<file path="config.mk">
export PLATFORM = sky130hd
export DESIGN_NAME = pi_speed_controller_clamped_unit
export DESIGN_NICKNAME = d
export VERILOG_FILES = /design/src/rtl/core/pscc_pkg.sv /design/src/rtl/core/pi_speed_controller_clamped_unit.sv /design/src/rtl/core/pscc_datapath.sv
export SDC_FILE = /design/constraint.sdc
export NUM_CORES = 2
export LEC_CHECK = 0
export ABC_CLOCK_PERIOD_IN_PS = 22000
export BUFFER_PORTS_ARGS = -buffer_cell sky130_fd_sc_hd__buf_2
export CAP_MARGIN = 40
export CELL_PAD_IN_SITES_DETAIL_PLACEMENT = 1
export CELL_PAD_IN_SITES_GLOBAL_PLACEMENT = 2
export CORE_UTILIZATION = 45
export CTS_BUF_LIST = sky130_fd_sc_hd__clkbuf_4
export CTS_CLUSTER_DIAMETER = 60
export CTS_CLUSTER_SIZE = 14
export DETAILED_ROUTE_END_ITERATION = 10
export MAX_ROUTING_LAYER = met4
export PLACE_DENSITY_LB_ADDON = 0.1
export SLEW_MARGIN = 20
export SYNTH_ARGS = -nofsm -noshare
export SYNTH_HDL_FRONTEND = slang
export SYNTH_HIERARCHICAL = 1
export SYNTH_SLANG_ARGS = --single-unit
</file>
<file path="constraint.sdc">
create_clock -name clk -period 22 [get_ports clk]
set_input_delay 0 -clock clk [delete_from_list [all_inputs] [get_ports clk]]
set_output_delay 0 -clock clk [all_outputs]
set_load 0.02 [all_outputs]
</file>
<file path="src/rtl/core/pscc_pkg.sv">
// Shared types, constants and the microcode table for the clamped PI speed controller.
// No dependencies; used by pscc_datapath and pi_speed_controller_clamped_unit.
package pscc_pkg;

  localparam int ENC_W    = 16;
  localparam int TGT_W    = 8;
  localparam int DRIVE_W  = 9;
  localparam int PGAIN_W  = 16;
  localparam int IGAIN_W  = 20;
  localparam int CFG_W    = 20;
  localparam int CFG_IDX_W = 1;
  localparam int INTEG_W  = 25;
  localparam int ERR_W    = 22;
  localparam int MUL_A_W  = 21;
  localparam int MUL_B_W  = 22;
  localparam int PROD_W   = MUL_A_W + MUL_B_W;
  localparam int P16_W    = 38;
  localparam int WIDE_W   = 39;
  localparam int STEP_W   = 3;

  // Reciprocal of the speed divisor: floor(n/13) == (n*80660)>>20 for n < 2^18
  localparam logic signed [MUL_A_W-1:0] RECIP_13 = 21'sd80660;
  localparam int RECIP_SHIFT = 20;
  localparam logic signed [INTEG_W-1:0] LIMIT_Q16 = 25'sd16711680;

  localparam logic [CFG_IDX_W-1:0] REG_PROP_GAIN  = 1'd0;
  localparam logic [CFG_IDX_W-1:0] REG_INTEG_GAIN = 1'd1;

  typedef logic [STEP_W-1:0] step_t;

  localparam step_t ST_IDLE  = 3'd0;
  localparam step_t ST_DIV   = 3'd1;
  localparam step_t ST_ERR   = 3'd2;
  localparam step_t ST_PMUL  = 3'd3;
  localparam step_t ST_IMUL  = 3'd4;
  localparam step_t ST_INTEG = 3'd5;
  localparam step_t ST_OUT   = 3'd6;

  typedef enum logic [1:0] {
    ASEL_RECIP,
    ASEL_PGAIN,
    ASEL_IGAIN
  } asel_t;

  typedef enum logic {
    BSEL_ABS,
    BSEL_ERR
  } bsel_t;

  typedef enum logic [1:0] {
    HOLD_NONE,
    HOLD_IN,
    HOLD_OUT
  } hold_t;

  typedef struct packed {
    step_t next;
    hold_t hold;
    asel_t a_sel;
    bsel_t b_sel;
    logic  ld_prod;
    logic  ld_err;
    logic  ld_p16;
    logic  ld_integ;
    logic  ld_out;
  } ucode_t;

  typedef struct packed {
    logic  ld_in;
    asel_t a_sel;
    bsel_t b_sel;
    logic  ld_prod;
    logic  ld_err;
    logic  ld_p16;
    logic  ld_integ;
    logic  ld_out;
  } dp_ctrl_t;

  function automatic ucode_t ucode_rom(input step_t s);
    ucode_t w;
    w = '{next: ST_IDLE, hold: HOLD_NONE, a_sel: ASEL_RECIP, b_sel: BSEL_ABS,
          ld_prod: 1'b0, ld_err: 1'b0, ld_p16: 1'b0, ld_integ: 1'b0, ld_out: 1'b0};
    case (s)
      ST_IDLE: begin
        w.next = ST_DIV;
        w.hold = HOLD_IN;
      end
      ST_DIV: begin
        w.next    = ST_ERR;
        w.a_sel   = ASEL_RECIP;
        w.b_sel   = BSEL_ABS;
        w.ld_prod = 1'b1;
      end
      ST_ERR: begin
        w.next   = ST_PMUL;
        w.ld_err = 1'b1;
      end
      ST_PMUL: begin
        w.next    = ST_IMUL;
        w.a_sel   = ASEL_PGAIN;
        w.b_sel   = BSEL_ERR;
        w.ld_prod = 1'b1;
      end
      ST_IMUL: begin
        w.next    = ST_INTEG;
        w.a_sel   = ASEL_IGAIN;
        w.b_sel   = BSEL_ERR;
        w.ld_prod = 1'b1;
        w.ld_p16  = 1'b1;
      end
      ST_INTEG: begin
        w.next     = ST_OUT;
        w.ld_integ = 1'b1;
      end
      ST_OUT: begin
        w.next   = ST_IDLE;
        w.hold   = HOLD_OUT;
        w.ld_out = 1'b1;
      end
      default: begin
        w.next = ST_IDLE;
      end
    endcase
    return w;
  endfunction

  function automatic logic signed [INTEG_W-1:0] clamp_q16(input logic signed [WIDE_W-1:0] v);
    logic signed [WIDE_W-1:0] lim;
    lim = {{(WIDE_W-INTEG_W){LIMIT_Q16[INTEG_W-1]}}, LIMIT_Q16};
    if (v > lim) begin
      return LIMIT_Q16;
    end else if (v < -lim) begin
      return -LIMIT_Q16;
    end else begin
      return v[INTEG_W-1:0];
    end
  endfunction

endpackage

</file>
<file path="src/rtl/core/pi_speed_controller_clamped_unit.sv">
// Clamped PI speed controller, microcoded: a seven-step program steps one shared multiplier.
// Sequence: input accepted in idle, then DIV, ERR, PMUL, IMUL, INTEG and OUT, which registers
// the drive and raises out_valid, stalling while an earlier result is unaccepted. No new input
// is taken before idle. Three of the seven steps are passes through the shared multiplier.
// Reset (rst_n low, synchronous): gains and integrator clear, program returns to idle.
// Depends on pscc_pkg and pscc_datapath.
module pi_speed_controller_clamped_unit (
  input  logic                                clk,
  input  logic                                rst_n,
  input  logic                                cfg_we,
  input  logic [pscc_pkg::CFG_IDX_W-1:0]      cfg_index,
  input  logic [pscc_pkg::CFG_W-1:0]          cfg_wdata,
  input  logic                                in_valid,
  output logic                                in_ready,
  input  logic signed [pscc_pkg::ENC_W-1:0]   in_encoder_count,
  input  logic signed [pscc_pkg::TGT_W-1:0]   in_target,
  output logic                                out_valid,
  input  logic                                out_ready,
  output logic signed [pscc_pkg::DRIVE_W-1:0] out_drive
);
  import pscc_pkg::*;

  step_t    step_r;
  step_t    step_nxt;
  logic     out_valid_r;
  logic     out_valid_nxt;
  ucode_t   uw;
  logic     held;
  dp_ctrl_t ctrl;

  always_comb begin
    uw = ucode_rom(step_r);
    case (uw.hold)
      HOLD_IN:  held = !in_valid;
      HOLD_OUT: held = out_valid_r && !out_ready;
      default:  held = 1'b0;
    endcase
    in_ready = (uw.hold == HOLD_IN);
    step_nxt = held ? step_r : uw.next;

    ctrl.ld_in    = in_valid && in_ready;
    ctrl.a_sel    = uw.a_sel;
    ctrl.b_sel    = uw.b_sel;
    ctrl.ld_prod  = uw.ld_prod && !held;
    ctrl.ld_err   = uw.ld_err && !held;
    ctrl.ld_p16   = uw.ld_p16 && !held;
    ctrl.ld_integ = uw.ld_integ && !held;
    ctrl.ld_out   = uw.ld_out && !held;

    out_valid_nxt = out_valid_r;
    if (out_ready) begin
      out_valid_nxt = 1'b0;
    end
    if (ctrl.ld_out) begin
      out_valid_nxt = 1'b1;
    end
  end

  always_ff @(posedge clk) begin
    if (!rst_n) begin
      step_r      <= ST_IDLE;
      out_valid_r <= 1'b0;
    end else begin
      step_r      <= step_nxt;
      out_valid_r <= out_valid_nxt;
    end
  end

  pscc_datapath u_datapath (
    .clk              (clk),
    .rst_n            (rst_n),
    .ctrl             (ctrl),
    .cfg_we           (cfg_we),
    .cfg_index        (cfg_index),
    .cfg_wdata        (cfg_wdata),
    .in_encoder_count (in_encoder_count),
    .in_target        (in_target),
    .drive            (out_drive)
  );

  assign out_valid = out_valid_r;

endmodule

</file>
<file path="src/rtl/core/pscc_datapath.sv">
// Datapath of the clamped PI speed controller: gain registers, shared multiplier,
// error, integrator and drive registers. Driven by the control word from the sequencer.
// Depends on pscc_pkg.
module pscc_datapath (
  input  logic                             clk,
  input  logic                             rst_n,
  input  pscc_pkg::dp_ctrl_t               ctrl,
  input  logic                             cfg_we,
  input  logic [pscc_pkg::CFG_IDX_W-1:0]   cfg_index,
  input  logic [pscc_pkg::CFG_W-1:0]       cfg_wdata,
  input  logic signed [pscc_pkg::ENC_W-1:0] in_encoder_count,
  input  logic signed [pscc_pkg::TGT_W-1:0] in_target,
  output logic signed [pscc_pkg::DRIVE_W-1:0] drive
);
  import pscc_pkg::*;

  logic [PGAIN_W-1:0]             pgain_r;
  logic [IGAIN_W-1:0]             igain_r;
  logic                           neg_r;
  logic [ENC_W:0]                 abs_r;
  logic signed [TGT_W-1:0]        tgt_r;
  logic signed [PROD_W-1:0]       prod_r;
  logic signed [ERR_W-1:0]        err_r;
  logic signed [P16_W-1:0]        p16_r;
  logic signed [INTEG_W-1:0]      integ_r;
  logic signed [DRIVE_W-1:0]      drive_r;

  logic signed [ENC_W:0]          enc_x;
  logic [ENC_W:0]                 abs_nxt;
  logic signed [MUL_A_W-1:0]      mul_a;
  logic signed [MUL_B_W-1:0]      mul_b;
  logic signed [PROD_W-1:0]       prod_nxt;
  logic [11:0]                    quot;
  logic signed [ERR_W-1:0]        meas;
  logic signed [ERR_W-1:0]        tgt_x;
  logic signed [ERR_W-1:0]        err_nxt;
  logic signed [PROD_W-1:0]       prod_rnd;
  logic signed [WIDE_W-1:0]       inc_x;
  logic signed [WIDE_W-1:0]       integ_x;
  logic signed [WIDE_W-1:0]       p16_x;
  logic signed [INTEG_W-1:0]      integ_nxt;
  logic signed [INTEG_W-1:0]      sum_c;
  logic signed [INTEG_W:0]        sum_adj;

  always_comb begin
    enc_x   = {in_encoder_count[ENC_W-1], in_encoder_count};
    abs_nxt = enc_x[ENC_W] ? (ENC_W+1)'(-enc_x) : (ENC_W+1)'(enc_x);
  end

  always_comb begin
    case (ctrl.a_sel)
      ASEL_RECIP: mul_a = RECIP_13;
      ASEL_PGAIN: mul_a = {{(MUL_A_W-PGAIN_W){1'b0}}, pgain_r};
      ASEL_IGAIN: mul_a = {{(MUL_A_W-IGAIN_W){1'b0}}, igain_r};
      default:    mul_a = '0;
    endcase
    case (ctrl.b_sel)
      BSEL_ABS: mul_b = {{(MUL_B_W-ENC_W-1){1'b0}}, abs_r};
      BSEL_ERR: mul_b = err_r;
      default:  mul_b = '0;
    endcase
    prod_nxt = {{MUL_B_W{mul_a[MUL_A_W-1]}}, mul_a} * {{MUL_A_W{mul_b[MUL_B_W-1]}}, mul_b};
  end

  always_comb begin
    quot    = prod_r[RECIP_SHIFT+11:RECIP_SHIFT];
    meas    = neg_r ? -ERR_W'(quot) : ERR_W'(quot);
    tgt_x   = {{(ERR_W-TGT_W){tgt_r[TGT_W-1]}}, tgt_r};
    err_nxt = (tgt_x <<< 9) + (tgt_x <<< 7) + (tgt_x <<< 2) + tgt_x - (meas <<< 8);
  end

  always_comb begin
    prod_rnd  = prod_r + (prod_r[PROD_W-1] ? PROD_W'(255) : PROD_W'(0));
    inc_x     = {{(WIDE_W-PROD_W+8){prod_rnd[PROD_W-1]}}, prod_rnd[PROD_W-1:8]};
    integ_x   = {{(WIDE_W-INTEG_W){integ_r[INTEG_W-1]}}, integ_r};
    integ_nxt = clamp_q16(integ_x + inc_x);
    p16_x     = {{(WIDE_W-P16_W){p16_r[P16_W-1]}}, p16_r};
    sum_c     = clamp_q16(p16_x + integ_x);
    sum_adj   = {sum_c[INTEG_W-1], sum_c} +
                (sum_c[INTEG_W-1] ? (INTEG_W+1)'(65535) : (INTEG_W+1)'(0));
  end

  always_ff @(posedge clk) begin
    if (!rst_n) begin
      pgain_r <= '0;
      igain_r <= '0;
      integ_r <= '0;
    end else begin
      if (cfg_we) begin
        case (cfg_index)
          REG_PROP_GAIN:  pgain_r <= cfg_wdata[PGAIN_W-1:0];
          REG_INTEG_GAIN: igain_r <= cfg_wdata[IGAIN_W-1:0];
          default: begin
          end
        endcase
      end
      if (ctrl.ld_integ) begin
        integ_r <= integ_nxt;
      end
    end
  end

  always_ff @(posedge clk) begin
    if (ctrl.ld_in) begin
      neg_r <= in_encoder_count[ENC_W-1];
      abs_r <= abs_nxt;
      tgt_r <= in_target;
    end
    if (ctrl.ld_prod) begin
      prod_r <= prod_nxt;
    end
    if (ctrl.ld_err) begin
      err_r <= err_nxt;
    end
    if (ctrl.ld_p16) begin
      p16_r <= prod_r[P16_W-1:0];
    end
    if (ctrl.ld_out) begin
      drive_r <= sum_adj[INTEG_W-1:16];
    end
  end

  assign drive = drive_r;

endmodule
</file>
==> flow_summary.toml <==
[outcome]
outcome = "finished clean"

[logic_synthesis]
seq_area_frac_synth_pct = 17.42
syn_area_per_cell_um2 = 9.059
yosysWarnings = 6
synth_nets = 4225
yosysTopAreaCell = "fa_1"
synth_edf_count = 138
async_flop_share_pct = 0
yosysUniqueCellTypes = 100
yosys_most_used_dff = "edfxtp_1"
netlist_area_um2 = 31250
synthCells = 3450
synthTopCellsByArea = "fa_1, edfxtp_1, ha_1"
synth_top_cell_area_share_pct = 30.17
ys_seq_elements = 203

[pwr]
peakVddDrop_mv = 0.1718
power.static_leakage_nw = 16.24
total_power_mw = 5.967
p_switching_mw = 3.113
clock_power_share_pct = 5.4
power.share.switching_pct = 52.17
powerDensity_nw_per_um2 = 173.9
power_frac_seq_pct = 13.6
p_comb_share_pct = 81.0
p_int_mw = 2.854

[worst_setup_path]
critPathKind = "flop to flop"
crit_family = "adder cells"
required_ns = 22.55
worstSetupStartpointType = "flop"
slowest_delay_ns = 0.72
cp.buffers_inverters = 7
crit_slowest_cell = "o41ai_1"
crit_fanout = 42
cp_common_cell = "fa_1"
rr_worst_depth = 32
path_depth = 32
crit_path_end_kind = "flop"
cp.arrival_ns = 10.92

[global_route]
grt_use_total_pct = 29.68
grt_max_degree = 43
grt_pass1_vias = 27820
antenna_found_initial = 3
grt_pass1_wl_mm = 157.4
gr-total-overflow = 0

[floorplan]
core.rowCount = 96
die_y_um = 265.5
core_um2 = 68710
fp.dieW_um = 265.5
initial_utilization_pct = 45.49
io_pins = 61
die-area_um2 = 70510

[detailed_routing]
drcViolationCount = 0
vias = 24800
viasPerCell = 5.480
first_pass_iters = 7
wire_per_inst_um = 21.87
drtIter0Drc = 1315
ant_nets = 0
wl_mm = 98.97

[layout]
final_common_cell = "inv_1"
fillCellCount = 7953
final_cell_mix = "inv_1, fa_1, nor2_1"
area_growth_pct = 9.784
fin_cells = 4525
nets = 4346
drive_gt1_share_pct = 6.516
fin_util_pct = 49.94

[placement]
hpwl_mm = 83.07
numPortBuffers = 60
dpl.cell_count = 4369
finalWeightedCongestion = 0.9252

[clock_tree]
cts_buffers = 26
clk_latency_ns = 0.82
cts_resized = 0
ctsLongestPathBuffers = 3
clk_pin_slew_ns = 0.14
htreeDepth = 1
cts_tree = "yes"
clock-sinks = 203
cts_root_buffer = "clkbuf_4"

[timing]
fin_skew_ns = 0.05603
maxSlewHeadroom_pct = 32.70
slew_violations = 0
holdWs_ns = 0.1332
finalSetupViolations = 0
period_share_pct = 47.13
fmax_mhz = 96.44
rsz0062_at_grt = "no"
tns_ns = 0
hold_violations = 0
period_needed_ns = 10.37
worstMarginPinSlew_ns = 1.009

[run]
maxCapViolations = 0

[worst_hold_path]
min-delay-path-class = "primary input to flop"
hold_path_depth = 4
==> kinds of logic after synthesis <==
kind of cell | after synthesis | synth area share, %
XOR/XNOR | 179 | 5.016
adder cells (fa/ha/maj) | 725 | 40.34
other | 1 | 0.01200
flip-flops | 203 | 17.42
multiplexers | 37 | 1.253
AO/OA/AOI/OAI | 556 | 12.04
AND/OR/NAND/NOR | 1041 | 15.31
buffers and inverters | 708 | 8.615
==> cell usage after synthesis (8+ instances only) <==
cell type / count
nand3_1: 47
nor2_1: 391
ha_1: 254
a211oi_1: 17
nand2_1: 336
a21o_1: 70
and4_1: 12
o211ai_1: 13
and2_1: 31
nand4_1: 22
xnor2_1: 126
o21bai_1: 25
mux2i_1: 20
clkbuf_1: 105
inv_1: 588
a22oi_1: 16
o31ai_1: 12
nor2b_1: 22
o41ai_1: 8
a21oi_1: 183
a22o_1: 16
mux2_2: 17
nand2b_1: 29
a31oi_1: 13
o21a_1: 24
or3_1: 11
nand3b_1: 9
nor4_1: 14
or2_2: 10
edfxtp_1: 138
o21ai_0: 73
fa_1: 471
xor2_1: 53
a211o_1: 8
nor3_1: 30
and3_1: 27
dfxtp_1: 65
==> worst min-delay path: stages <==
cell and delay, ns:
dlygate4sd3_1 0.53, buf_2 0.22, o21ai_0 0.11, nor2_1 0.04
==> layer usage <==
layer,track usage [%],part of all wire [%],up-vias
met1,35.79,43,12700
li1,-,-,11480
met5,-,0,-
met2,52.38,51,481
met4,8.967,3.3,0
met3,2.861,3.6,140
==> path summary, 6_finish.rpt <==
| path | endpoint | startpoint | slack (ns) |
|---|---|---|---|
| min | u_datapath/integ_r[19]$_SDFFE_PN0P_ | rst_n | 0.13 |
| min reg2reg | u_datapath/p16_r[7]$_DFFE_PP_ | u_datapath/prod_r[7]$_DFFE_PP_ | 0.45 |
| max | u_datapath/prod_r[41]$_DFFE_PP_ | step_r[2]$_SDFFE_PN0N_ | 11.63 |
| max reg2reg | u_datapath/prod_r[41]$_DFFE_PP_ | step_r[2]$_SDFFE_PN0N_ | 11.63 |
==> layout make-up <==
cell class,count,area (um^2),share of cell area (%)
multi-input combinational,2539,23180,67.55
sequential,203,5445,15.87
inverter,588,2207,6.432
timing repair buffer,213,1758,5.123
tap,931,1165,3.395
clock inverter,19,334.1,0.9736
clock buffer,29,217.7,0.6345
antenna,3,7.507,0.02188
==> power by group through the flow <==
| stage | combinational [mW] | clock, mW | sequential (mW) |
|---|---|---|---|
| finish | 4.83 | 0.324 | 0.810 |
| global route | 5.52 | 0.345 | 0.817 |
| CTS | 4.87 | 0.335 | 0.809 |
| detailed placement | 4.83 | 0 | 0.816 |
| global placement | 4.64 | 0 | 0.816 |
| floorplan | 3.63 | 0 | 0.752 |
==> sequential cells by signal, indices dropped and copies added (netlist names), 3 cells and up <==
name / count
u_datapath/err_r: 22
step_r: 3
u_datapath/drive: 9
u_datapath/pgain_r: 16
u_datapath/prod_r: 43
u_datapath/igain_r: 20
u_datapath/integ_r: 25
u_datapath/p16_r: 38
u_datapath/abs_r: 17
u_datapath/tgt_r: 8
==> stage by stage <==
| step | worst slack [ns] | instance area [um^2] |
|---|---|---|
| after global placement | 11.72 | 32530 |
| final | 11.63 | 34310 |
| after global routing | 11.09 | 34310 |
| after floorplan | 13.09 | 31260 |
| after detailed placement | 11.56 | 32710 |
| after CTS | 11.47 | 34280 |
==> timing repair <==
action / CTS / global route
hold endpoints to repair: 88 / 0
hold buffers: 102 / 0
setup buffers: 0 / 0
(Power assumes the default switching activity.)
